<file path="src/wcs_pkg.sv">
`timescale 1ns / 1ps
`default_nettype none

package wcs_pkg;

    // Field widths
    localparam int CV_W      = 15;
    localparam int BIAS_K_W  = 14;
    localparam int RANGE_K_W = 14;
    localparam int STEP_K_W  = 11;
    localparam int CFG_W     = 14;
    localparam int CFG_IDX_W = 2;
    localparam int OUT_W     = 15;
    localparam int LEVEL_W   = 4;

    // Stream payload widths (byte padded)
    localparam int S_DATA_W = 112;
    localparam int M_DATA_W = 24;

    // Register indexes
    localparam logic [CFG_IDX_W-1:0] REG_BIAS_KNOB  = 2'd0;
    localparam logic [CFG_IDX_W-1:0] REG_RANGE_KNOB = 2'd1;
    localparam logic [CFG_IDX_W-1:0] REG_STEP_KNOB  = 2'd2;

    // Register reset values
    localparam logic signed [BIAS_K_W-1:0] BIAS_KNOB_RST  = 14'sd1000;
    localparam logic [RANGE_K_W-1:0]       RANGE_KNOB_RST = 14'd3000;
    localparam logic signed [STEP_K_W-1:0] STEP_KNOB_RST  = 11'sd417;

    // Limits and thresholds, mV
    localparam logic signed [15:0] VOLT_MAX   = 16'sd10000;
    localparam logic signed [15:0] VOLT_MIN   = -16'sd10000;
    localparam logic [16:0]        RANGE_MAX  = 17'd10000;
    localparam logic signed [14:0] STEP_MAX   = 15'sd5000;
    localparam logic signed [14:0] STEP_MIN   = -15'sd5000;
    localparam logic signed [CV_W-1:0] TRIG_ON  = 15'sd1000;
    localparam logic signed [CV_W-1:0] TRIG_OFF = 15'sd100;
    localparam logic signed [CV_W-1:0] RST_ON   = 15'sd1000;
    localparam logic signed [14:0] RV_RST     = 15'sd1000;

    // step_cv/5 rounding: floor((2*cv + 40005) / 10) - 4000
    localparam logic signed [17:0] CV5_OFFSET = 18'sd40005;
    localparam logic [32:0]        DIV10_MUL  = 33'd52429;   // 2^19 / 10, rounded up
    localparam logic signed [13:0] CV5_BIAS   = 14'sd4000;

    // Bar level
    localparam logic [LEVEL_W-1:0] LEVEL_MIN = 4'd1;
    localparam logic [LEVEL_W-1:0] LEVEL_MAX = 4'd10;

    // Controller to datapath commands
    typedef struct packed {
        logic load;   // capture input request
        logic ctrl;   // bias, range, step_cv scaling
        logic step;   // step, window gates, delta
        logic upd;    // trigger / reset state update
        logic num;    // bar numerator
        logic mul;    // times 11, divider init
        logic div;    // divider iteration
        logic out;    // load result register
    } wcs_cmd_t;

endpackage

`default_nettype wire

</file>
<file path="src/wcs_ctrl.sv">
`timescale 1ns / 1ps
`default_nettype none

module wcs_ctrl
    import wcs_pkg::*;
(
    input  wire logic      aclk,
    input  wire logic      aresetn,
    input  wire logic      s_tvalid,
    output logic           s_tready,
    output logic           m_tvalid,
    input  wire logic      m_tready,
    input  wire logic      div_done,
    output wcs_cmd_t       cmd
);

    localparam logic [2:0] ST_IDLE = 3'd0;
    localparam logic [2:0] ST_CTRL = 3'd1;
    localparam logic [2:0] ST_STEP = 3'd2;
    localparam logic [2:0] ST_UPD  = 3'd3;
    localparam logic [2:0] ST_NUM  = 3'd4;
    localparam logic [2:0] ST_MUL  = 3'd5;
    localparam logic [2:0] ST_DIV  = 3'd6;
    localparam logic [2:0] ST_DONE = 3'd7;

    logic [2:0] state_reg, state_next;
    logic       m_valid_reg, m_valid_next;

    assign s_tready = (state_reg == ST_IDLE);
    assign m_tvalid = m_valid_reg;

    // Sequencer
    always_comb begin
        state_next = state_reg;
        cmd        = '0;
        case (state_reg)
            ST_IDLE: begin
                if (s_tvalid) begin
                    cmd.load   = 1'b1;
                    state_next = ST_CTRL;
                end
            end
            ST_CTRL: begin
                cmd.ctrl   = 1'b1;
                state_next = ST_STEP;
            end
            ST_STEP: begin
                cmd.step   = 1'b1;
                state_next = ST_UPD;
            end
            ST_UPD: begin
                cmd.upd    = 1'b1;
                state_next = ST_NUM;
            end
            ST_NUM: begin
                cmd.num    = 1'b1;
                state_next = ST_MUL;
            end
            ST_MUL: begin
                cmd.mul    = 1'b1;
                state_next = ST_DIV;
            end
            ST_DIV: begin
                cmd.div = 1'b1;
                if (div_done) begin
                    state_next = ST_DONE;
                end
            end
            ST_DONE: begin
                // wait for a free result slot
                if (!m_valid_reg || m_tready) begin
                    cmd.out    = 1'b1;
                    state_next = ST_IDLE;
                end
            end
            default: begin
                state_next = ST_IDLE;
            end
        endcase
    end

    // Result valid flag
    always_comb begin
        if (cmd.out) begin
            m_valid_next = 1'b1;
        end else if (m_tready) begin
            m_valid_next = 1'b0;
        end else begin
            m_valid_next = m_valid_reg;
        end
    end

    always_ff @(posedge aclk) begin
        if (!aresetn) begin
            state_reg   <= ST_IDLE;
            m_valid_reg <= 1'b0;
        end else begin
            state_reg   <= state_next;
            m_valid_reg <= m_valid_next;
        end
    end

endmodule

`default_nettype wire

</file>
<file path="src/wcs_dp.sv">
`timescale 1ns / 1ps
`default_nettype none

module wcs_dp
    import wcs_pkg::*;
(
    input  wire logic                        aclk,
    input  wire logic                        aresetn,
    // configuration
    input  wire logic                        cfg_wr_en,
    input  wire logic [CFG_IDX_W-1:0]        cfg_addr,
    input  wire logic [CFG_W-1:0]            cfg_wdata,
    // request fields
    input  wire logic signed [CV_W-1:0]      comparator_in,
    input  wire logic                        comparator_plugged,
    input  wire logic signed [CV_W-1:0]      bias_cv,
    input  wire logic signed [CV_W-1:0]      range_cv,
    input  wire logic signed [CV_W-1:0]      step_cv,
    input  wire logic signed [CV_W-1:0]      invert_cv,
    input  wire logic signed [CV_W-1:0]      trigger_cv,
    input  wire logic signed [CV_W-1:0]      reset_cv,
    // control
    input  wire wcs_cmd_t                    cmd,
    output logic                             div_done,
    // result fields
    output logic                             up_gate,
    output logic                             down_gate,
    output logic signed [OUT_W-1:0]          stepper_out,
    output logic [LEVEL_W-1:0]               bar_level
);

    // Configuration registers
    logic signed [BIAS_K_W-1:0] bias_knob_reg;
    logic [RANGE_K_W-1:0]       range_knob_reg;
    logic signed [STEP_K_W-1:0] step_knob_reg;

    always_ff @(posedge aclk) begin
        if (!aresetn) begin
            bias_knob_reg  <= BIAS_KNOB_RST;
            range_knob_reg <= RANGE_KNOB_RST;
            step_knob_reg  <= STEP_KNOB_RST;
        end else if (cfg_wr_en) begin
            case (cfg_addr)
                REG_BIAS_KNOB:  bias_knob_reg  <= cfg_wdata;
                REG_RANGE_KNOB: range_knob_reg <= cfg_wdata;
                REG_STEP_KNOB:  step_knob_reg  <= cfg_wdata[STEP_K_W-1:0];
                default: ;
            endcase
        end
    end

    // Captured request
    logic signed [CV_W-1:0] cin_reg, bias_cv_reg, range_cv_reg, step_cv_reg;
    logic signed [CV_W-1:0] invert_cv_reg, trigger_cv_reg, reset_cv_reg;
    logic                   plugged_reg;

    always_ff @(posedge aclk) begin
        if (cmd.load) begin
            cin_reg        <= comparator_in;
            plugged_reg    <= comparator_plugged;
            bias_cv_reg    <= bias_cv;
            range_cv_reg   <= range_cv;
            step_cv_reg    <= step_cv;
            invert_cv_reg  <= invert_cv;
            trigger_cv_reg <= trigger_cv;
            reset_cv_reg   <= reset_cv;
        end
    end

    // Effective bias and range, step_cv / 5 via reciprocal multiply
    logic signed [15:0] bias_sum;
    logic signed [14:0] bias_clamp;
    logic signed [16:0] range_sum;
    logic [16:0]        range_abs;
    logic [13:0]        range_clamp;
    logic signed [17:0] cv_x;
    logic [32:0]        cv_prod;
    logic signed [14:0] bias_reg;
    logic [13:0]        range_reg;
    logic [12:0]        q10_reg;

    assign bias_sum = {{2{bias_knob_reg[BIAS_K_W-1]}}, bias_knob_reg}
                    + {bias_cv_reg[CV_W-1], bias_cv_reg};
    always_comb begin
        if (bias_sum > VOLT_MAX) begin
            bias_clamp = VOLT_MAX[14:0];
        end else if (bias_sum < VOLT_MIN) begin
            bias_clamp = VOLT_MIN[14:0];
        end else begin
            bias_clamp = bias_sum[14:0];
        end
    end

    assign range_sum = $signed({3'b000, range_knob_reg})
                     + {{2{range_cv_reg[CV_W-1]}}, range_cv_reg};
    assign range_abs   = range_sum[16] ? 17'(-range_sum) : 17'(range_sum);
    assign range_clamp = (range_abs > RANGE_MAX) ? RANGE_MAX[13:0] : range_abs[13:0];

    assign cv_x    = {{2{step_cv_reg[CV_W-1]}}, step_cv_reg, 1'b0} + CV5_OFFSET;
    assign cv_prod = {16'd0, cv_x[16:0]} * DIV10_MUL;

    always_ff @(posedge aclk) begin
        if (cmd.ctrl) begin
            bias_reg  <= bias_clamp;
            range_reg <= range_clamp;
            q10_reg   <= cv_prod[31:19];
        end
    end

    // Step, window gates and position delta
    logic signed [13:0] cv5;
    logic signed [14:0] step_sum;
    logic signed [13:0] step_clamp;
    logic signed [13:0] step_eff;
    logic signed [17:0] two_c;
    logic signed [17:0] two_bias;
    logic signed [17:0] hi_edge, lo_edge;
    logic               up_c, dn_c;
    logic signed [14:0] corr;
    logic signed [14:0] delta_c;
    logic signed [14:0] rv_reg;
    logic signed [14:0] delta_reg;
    logic               up_reg, dn_reg;

    assign cv5      = $signed({1'b0, q10_reg}) - CV5_BIAS;
    assign step_sum = {{4{step_knob_reg[STEP_K_W-1]}}, step_knob_reg}
                    + {cv5[13], cv5};
    always_comb begin
        if (step_sum > STEP_MAX) begin
            step_clamp = STEP_MAX[13:0];
        end else if (step_sum < STEP_MIN) begin
            step_clamp = STEP_MIN[13:0];
        end else begin
            step_clamp = step_sum[13:0];
        end
    end
    assign step_eff = (invert_cv_reg > 15'sd0) ? 14'(-step_clamp) : step_clamp;

    assign two_c    = plugged_reg ? {{2{cin_reg[CV_W-1]}}, cin_reg, 1'b0}
                                  : {{2{rv_reg[14]}}, rv_reg, 1'b0};
    assign two_bias = {{2{bias_reg[14]}}, bias_reg, 1'b0};
    assign hi_edge  = two_bias + $signed({4'b0000, range_reg});
    assign lo_edge  = two_bias - $signed({4'b0000, range_reg});
    assign up_c     = (two_c >= hi_edge);
    assign dn_c     = !up_c && (two_c <= lo_edge);

    always_comb begin
        if (plugged_reg) begin
            corr = '0;
        end else if (up_c) begin
            corr = -$signed({1'b0, range_reg});
        end else if (dn_c) begin
            corr = $signed({1'b0, range_reg});
        end else begin
            corr = '0;
        end
    end
    assign delta_c = (corr == 15'sd0) ? {step_eff[13], step_eff} : corr;

    always_ff @(posedge aclk) begin
        if (cmd.step) begin
            up_reg    <= up_c;
            dn_reg    <= dn_c;
            delta_reg <= delta_c;
        end
    end

    // Trigger edge, reset and hold
    logic signed [15:0] rv_sum;
    logic signed [14:0] rv_step;
    logic               trig_rise, trig_fall, rst_on;
    logic               th_reg, th_next;
    logic signed [14:0] rv_t, held_t;
    logic signed [14:0] rv_next, held_next;
    logic signed [14:0] held_reg;

    assign rv_sum = {rv_reg[14], rv_reg} + {delta_reg[14], delta_reg};
    always_comb begin
        if (rv_sum > VOLT_MAX) begin
            rv_step = VOLT_MAX[14:0];
        end else if (rv_sum < VOLT_MIN) begin
            rv_step = VOLT_MIN[14:0];
        end else begin
            rv_step = rv_sum[14:0];
        end
    end

    assign trig_rise = !th_reg && (trigger_cv_reg > TRIG_ON);
    assign trig_fall = th_reg && (trigger_cv_reg < TRIG_OFF);
    assign rst_on    = (reset_cv_reg >= RST_ON);

    always_comb begin
        th_next = th_reg;
        rv_t    = rv_reg;
        held_t  = held_reg;
        if (trig_rise) begin
            th_next = 1'b1;
            rv_t    = rv_step;
            held_t  = rv_step;
        end else if (trig_fall) begin
            th_next = 1'b0;
        end
        rv_next   = rv_t;
        held_next = held_t;
        if (rst_on) begin
            held_next = bias_reg;
            rv_next   = plugged_reg ? 15'sd0 : bias_reg;
        end else if (!th_next) begin
            held_next = rv_t;
        end
    end

    always_ff @(posedge aclk) begin
        if (!aresetn) begin
            th_reg   <= 1'b0;
            rv_reg   <= RV_RST;
            held_reg <= '0;
        end else if (cmd.upd) begin
            th_reg   <= th_next;
            rv_reg   <= rv_next;
            held_reg <= held_next;
        end
    end

    // Bar numerator n = 2*(value - bias) + range
    logic signed [15:0] rv_diff;
    logic signed [17:0] n_c;
    logic               n_pos_reg;
    logic [15:0]        n_reg;

    assign rv_diff = {rv_reg[14], rv_reg} - {bias_reg[14], bias_reg};
    assign n_c     = {rv_diff[15], rv_diff, 1'b0} + $signed({4'b0000, range_reg});

    always_ff @(posedge aclk) begin
        if (cmd.num) begin
            n_pos_reg <= !n_c[17] && (n_c != 18'sd0);
            n_reg     <= n_c[15:0];
        end
    end

    // Divider: count subtractions of 2*range from 11*n, capped at ten
    logic [19:0]        num11;
    logic [14:0]        two_r;
    logic [19:0]        rem_reg;
    logic [LEVEL_W-1:0] q_reg;
    logic               fits;

    assign num11 = {1'b0, n_reg, 3'b000} + {3'b000, n_reg, 1'b0} + {4'b0000, n_reg};
    assign two_r = {range_reg, 1'b0};
    assign fits  = (rem_reg >= {5'd0, two_r}) && (q_reg != LEVEL_MAX);
    assign div_done = !fits;

    always_ff @(posedge aclk) begin
        if (cmd.mul) begin
            rem_reg <= (n_pos_reg && (range_reg != '0)) ? num11 : '0;
            q_reg   <= '0;
        end else if (cmd.div && fits) begin
            rem_reg <= rem_reg - {5'd0, two_r};
            q_reg   <= q_reg + 4'd1;
        end
    end

    // Result register
    logic [LEVEL_W-1:0] level_c;

    always_comb begin
        if (range_reg == '0) begin
            level_c = n_pos_reg ? LEVEL_MAX : LEVEL_MIN;
        end else if (q_reg == '0) begin
            level_c = LEVEL_MIN;
        end else begin
            level_c = q_reg;
        end
    end

    always_ff @(posedge aclk) begin
        if (cmd.out) begin
            up_gate     <= up_reg;
            down_gate   <= dn_reg;
            stepper_out <= held_reg;
            bar_level   <= level_c;
        end
    end

endmodule

`default_nettype wire

</file>
<file path="src/window_comparator_stepper.sv">
`timescale 1ns / 1ps
`default_nettype none

// Channel   Dir  Bus                  Contents
// s_        in   s_tdata[111:0]       control-voltage sample set
//                s_tuser[0]           comparator_plugged
// m_        out  m_tdata[23:0]        gates, held output, bar level
// cfg_      in   cfg_wr_en/addr/wdata knob registers, write only
//
// Each request passes through the accepting step, six fixed steps and the
// bar-level divider, which subtracts 2*range from 11*n repeatedly, at most
// ten subtractions. A new request is taken only when the previous one has
// reached the result register. Reset (aresetn low, synchronous) restores
// the knob defaults and the stepper state. A stalled result holds the
// controller in its final step; the result register is loaded as soon as
// it is free or being taken.

module window_comparator_stepper
    import wcs_pkg::*;
(
    input  wire logic                   aclk,
    input  wire logic                   aresetn,
    // configuration
    input  wire logic                   cfg_wr_en,
    input  wire logic [CFG_IDX_W-1:0]   cfg_addr,
    input  wire logic [CFG_W-1:0]       cfg_wdata,
    // request channel
    input  wire logic                   s_tvalid,
    output logic                        s_tready,
    // [14:0] comparator_in, [29:15] bias_cv, [44:30] range_cv, [59:45] step_cv,
    // [74:60] invert_cv, [89:75] trigger_cv, [104:90] reset_cv, rest zero
    input  wire logic [S_DATA_W-1:0]    s_tdata,
    // [0] comparator_plugged
    input  wire logic                   s_tuser,
    // result channel
    output logic                        m_tvalid,
    input  wire logic                   m_tready,
    // [0] up_gate, [1] down_gate, [16:2] stepper_out, [20:17] bar_level, rest zero
    output logic [M_DATA_W-1:0]         m_tdata
);

    wcs_cmd_t           cmd;
    logic               div_done;
    logic               up_gate, down_gate;
    logic signed [OUT_W-1:0] stepper_out;
    logic [LEVEL_W-1:0] bar_level;

    wcs_ctrl u_ctrl (
        .aclk     (aclk),
        .aresetn  (aresetn),
        .s_tvalid (s_tvalid),
        .s_tready (s_tready),
        .m_tvalid (m_tvalid),
        .m_tready (m_tready),
        .div_done (div_done),
        .cmd      (cmd)
    );

    wcs_dp u_dp (
        .aclk               (aclk),
        .aresetn            (aresetn),
        .cfg_wr_en          (cfg_wr_en),
        .cfg_addr           (cfg_addr),
        .cfg_wdata          (cfg_wdata),
        .comparator_in      (s_tdata[14:0]),
        .comparator_plugged (s_tuser),
        .bias_cv            (s_tdata[29:15]),
        .range_cv           (s_tdata[44:30]),
        .step_cv            (s_tdata[59:45]),
        .invert_cv          (s_tdata[74:60]),
        .trigger_cv         (s_tdata[89:75]),
        .reset_cv           (s_tdata[104:90]),
        .cmd                (cmd),
        .div_done           (div_done),
        .up_gate            (up_gate),
        .down_gate          (down_gate),
        .stepper_out        (stepper_out),
        .bar_level          (bar_level)
    );

    assign m_tdata = {3'b000, bar_level, stepper_out, down_gate, up_gate};

    // A request blocks further requests until it has been processed
    assert property (@(posedge aclk) disable iff (!aresetn)
        (s_tvalid && s_tready) |=> !s_tready)
        else $error("request accepted while previous one still in progress");

    // Bar level always within 1..10
    assert property (@(posedge aclk) disable iff (!aresetn)
        m_tvalid |-> (m_tdata[20:17] >= 4'd1 && m_tdata[20:17] <= 4'd10))
        else $error("bar level out of range");

    // Held output stays within +-10 V
    assert property (@(posedge aclk) disable iff (!aresetn)
        m_tvalid |-> ($signed(m_tdata[16:2]) <= 15'sd10000
                      && $signed(m_tdata[16:2]) >= -15'sd10000))
        else $error("stepper output out of range");

    // Up and down gates are exclusive
    assert property (@(posedge aclk) disable iff (!aresetn)
        m_tvalid |-> !(m_tdata[0] && m_tdata[1]))
        else $error("up and down gates both set");

endmodule

`default_nettype wire

</file>
<file path="config.mk">
export PLATFORM = sky130hd
export DESIGN_NAME = window_comparator_stepper
export DESIGN_NICKNAME = d
export VERILOG_FILES = /design/src/wcs_pkg.sv /design/src/wcs_ctrl.sv /design/src/wcs_dp.sv /design/src/window_comparator_stepper.sv
export SDC_FILE = /design/constraint.sdc
export NUM_CORES = 1
export LEC_CHECK = 0
export BUFFER_PORTS_ARGS = -buffer_cell sky130_fd_sc_hd__buf_2
export CAP_MARGIN = 15
export CORE_AREA = 3 3 236 238
export DETAILED_ROUTE_END_ITERATION = 8
export DIE_AREA = 0 0 239 241
export SYNTH_ARGS = -nofsm -noshare
export SYNTH_HDL_FRONTEND = slang
export SYNTH_SLANG_ARGS = --single-unit
</file>
<file path="constraint.sdc">
create_clock -name aclk -period 12.24 [get_ports aclk]
set_clock_uncertainty 0.15 [all_clocks]
set_input_delay 1.224 -clock aclk [delete_from_list [all_inputs] [get_ports aclk]]
set_output_delay 1.224 -clock aclk [all_outputs]
set_load 0.02 [all_outputs]
</file>
==> impl_metrics.py <==
metrics = {
    "clock_network": {
        "cts_made_buffers": 37,
        "ctsRootBufferMaster": "clkbuf_16",
        "cts_tree": "yes",
        "worst_skew_pair.late_latency_ns": 0.56,
        "postCtsResizedCells": 0,
        "cts.htree.levels": 2,
        "cts-root-to-sink-buffers": 3,
        "postCtsSetupRepairBufs": 0,
        "holdBufCountCts": 0,
        "clock_sink_count": 298,
        "clk_pin_slew_worst_paths_ns": 0.06,
    },
    "run": {
        "maxCapViolCount": 0,
    },
    "yosys": {
        "synth-warning-count": 0,
        "synth-seq-cells": 298,
        "postSynthCellCount": 2604,
        "yosys_most_used_dff": "edfxtp_1",
        "synth_enable_flop_cells": 220,
        "proportion_of_register_bits_with_asynchronous_set_or_reset_after_synthesis_pct": 0,
        "syn_avg_cell_area_um2": 9.63,
        "yosysUniqueCellTypes": 93,
        "yosysSeqAreaShare_pct": 32.6,
        "synthesis.area_mm2": 0.0251,
    },
    "timing": {
        "max_slew_margin_pct": 27.7,
        "setup_total_neg_slack_ns": 0,
        "timing.final.crit_share_pct": 68.7,
        "rsz0062_at_grt": "no",
        "hold_viol": 0,
        "fmax_mhz": 119,
        "report.final.slew_viol_count": 0,
        "finalSetupViolCount": 0,
        "fin_hold_ws_ns": 0.282,
        "worst_pin_slew_ns": 1.08,
        "fin_ws_ns": 3.83,
        "final.min_clock_period_ns": 8.41,
    },
    "critical_path": {
        "max_stage_delay_ns": 0.54,
        "timing.critical_path.arrival_ns": 8.56,
        "worst_path_dominant_cell_family": "adder cells",
        "crit_fanout": 7,
        "cp_slowest_cell": "fa_1",
        "cp_data_required_time_ns": 12.39,
        "critPathBufInv": 3,
        "cp-start-kind": "flop",
        "timing_worst_setup_path_type": "flop to flop",
        "reg2regPathDepth": 28,
        "worst_setup_ep_type": "flop",
        "cell_count_along_the_critical_path": 28,
    },
    "detailed_routing": {
        "wl_per_cell_um": 19.7,
        "detail-route-antenna-nets": 0,
        "dr.first_iter.drc_count": 1216,
        "drt_first_pass_iters": 7,
        "detail_route.vias_per_cell": 5.70,
        "drt_drc_violations_left": 0,
        "num_vias": 19700,
        "drt_wl_total_um": 68100,
    },
    "grt": {
        "grt_use_met3_pct": 2.86,
        "globalRouteMet2Util_pct": 40.6,
        "globalRoute.busiestLayer": "met2",
        "global_route.usage.met1_pct": 30.3,
        "grt_start_max_net_pins": 59,
        "grt_first_pass_wirelength_um": 106000,
        "grt_pass1_vias": 19700,
        "grt_remaining_overflow": 0,
        "antenna_found_initial": 0,
        "globalRouteTotalUtil_pct": 23.5,
    },
    "die": {
        "die_height_um": 241,
        "core_area_mm2": 0.0538,
        "design.portCount": 160,
        "die_w_um": 239,
        "fp-row-count": 85,
        "floorplan.initialDensity_pct": 46.6,
        "overall_die_area_mm2": 0.0576,
    },
    "placed_design": {
        "dpl.hpwl_um": 54200,
        "gp_routability_congestion": 0.949,
        "numPortBuffers": 146,
        "post-place-ws_ns": 3.76,
    },
    "final_layout": {
        "num-fill-cells": 4945,
        "layout-area-overhead-vs-synth_pct": 10.9,
        "num_antenna_cells": 0,
        "post_route_cells_drive_above_1_share_pct": 10.0,
        "final_net_count": 3285,
        "largest_register_ffs": 20,
    },
    "min_path": {
        "timing.hold.worst_path_depth": 0,
        "class_of_the_worst_hold_path": "flop to flop",
    },
    "run_status": {
        "status": "complete, no violations",
    },
}
==> area by class of cell <==
class | count | area, µm² | area share, %
multi-input cells | 1993 | 15700 | 56.6
repair buffers | 162 | 851 | 3.06
clock inverters | 16 | 239 | 0.859
inverters | 242 | 908 | 3.26
flip-flops and latches | 298 | 8170 | 29.4
well taps | 696 | 871 | 3.13
clock buffers | 51 | 1050 | 3.77
==> cells in the final DEF (no fill, tap or decap), drive strengths merged, types with 12 or more instances in the layout <==
| cell | count |
|---|---|
| inv | 244 |
| nor4 | 18 |
| o31ai | 18 |
| clkbuf | 51 |
| mux2 | 16 |
| nor2b | 30 |
| ha | 315 |
| nand3 | 48 |
| edfxtp | 220 |
| o211ai | 22 |
| a21o | 50 |
| and3 | 18 |
| a311oi | 15 |
| nor2 | 165 |
| nand4 | 30 |
| o21ai | 110 |
| or3 | 24 |
| o32ai | 12 |
| dfxtp | 78 |
| o22ai | 24 |
| o21bai | 16 |
| or4 | 12 |
| xor2 | 71 |
| nand2b | 35 |
| buf | 162 |
| fa | 102 |
| a31oi | 22 |
| a21oi | 191 |
| a211oi | 19 |
| or2 | 17 |
| and2 | 27 |
| a221oi | 13 |
| xnor2 | 130 |
| nand2 | 213 |
| o21a | 22 |
| nor3 | 47 |
==> cells in the mapped netlist (13+ instances only) <==
master	count	area share, %
a211oi_1	19	0.57
a311oi_1	15	0.52
fa_1	102	8.1
o211ai_1	22	0.66
o21bai_1	15	0.45
nor2_1	165	2.5
o22ai_1	24	0.60
nor2b_1	30	0.75
o31ai_1	17	0.51
o21ai_0	109	2.2
a221oi_1	13	0.45
a21o_1	50	1.5
a31oi_1	22	0.55
dfxtp_1	78	6.2
edfxtp_1	220	26
ha_1	315	16
and3_1	18	0.45
nor4_1	18	0.45
or2_2	15	0.37
nor3_1	46	0.92
xor2_1	71	2.5
nand2b_1	34	0.85
o21a_1	22	0.66
inv_1	242	3.6
nand2_1	213	3.2
xnor2_1	130	4.5
or3_1	21	0.52
nand3_1	48	0.96
clkbuf_1	61	0.91
nand4_1	30	0.75
and2_1	27	0.67
mux2_2	16	0.72
a21oi_1	188	3.8
==> layer usage <==
layer / vias to the layer above / share of wire (%)
met2: 495 / 48
met3: 125 / 4.3
li1: 9673 / -
met5: - / 0
met4: 0 / 3.8
met1: 9422 / 44
==> worst paths after layout <==
kind	end	slack (ns)	from
setup reg to reg	u_dp.q10_reg[12]	3.83	u_dp.step_cv_reg[1]
setup / recovery	u_dp.q10_reg[12]	3.83	u_dp.step_cv_reg[1]
hold / removal	u_dp.stepper_out[12]	0.28	u_dp.held_reg[12]
hold reg to reg	u_dp.stepper_out[12]	0.28	u_dp.held_reg[12]
==> cell families after synthesis <==
kind of cell | Yosys count | synth area share, %
mux | 22 | 0.958
flops | 298 | 32.6
fa+ha+maj | 419 | 23.9
compound gates | 629 | 16.5
simple gates | 719 | 14.2
other cells | 1 | 0.0149
buf+inv | 315 | 4.81
xor+xnor | 201 | 7.02
==> metrics by stage <==
stage	cells	utilization [%]	area [µm²]
after floorplan	2606	-	25100
after global placement	3391	49.3	26500
after detailed placement	3391	49.3	26500
after CTS	3458	51.7	27800
after global routing	3458	51.7	27800
final	3458	51.7	27800
Power is not shown: default switching activity piles up to over one toggle a cycle in this logic, so the estimate is an artifact.
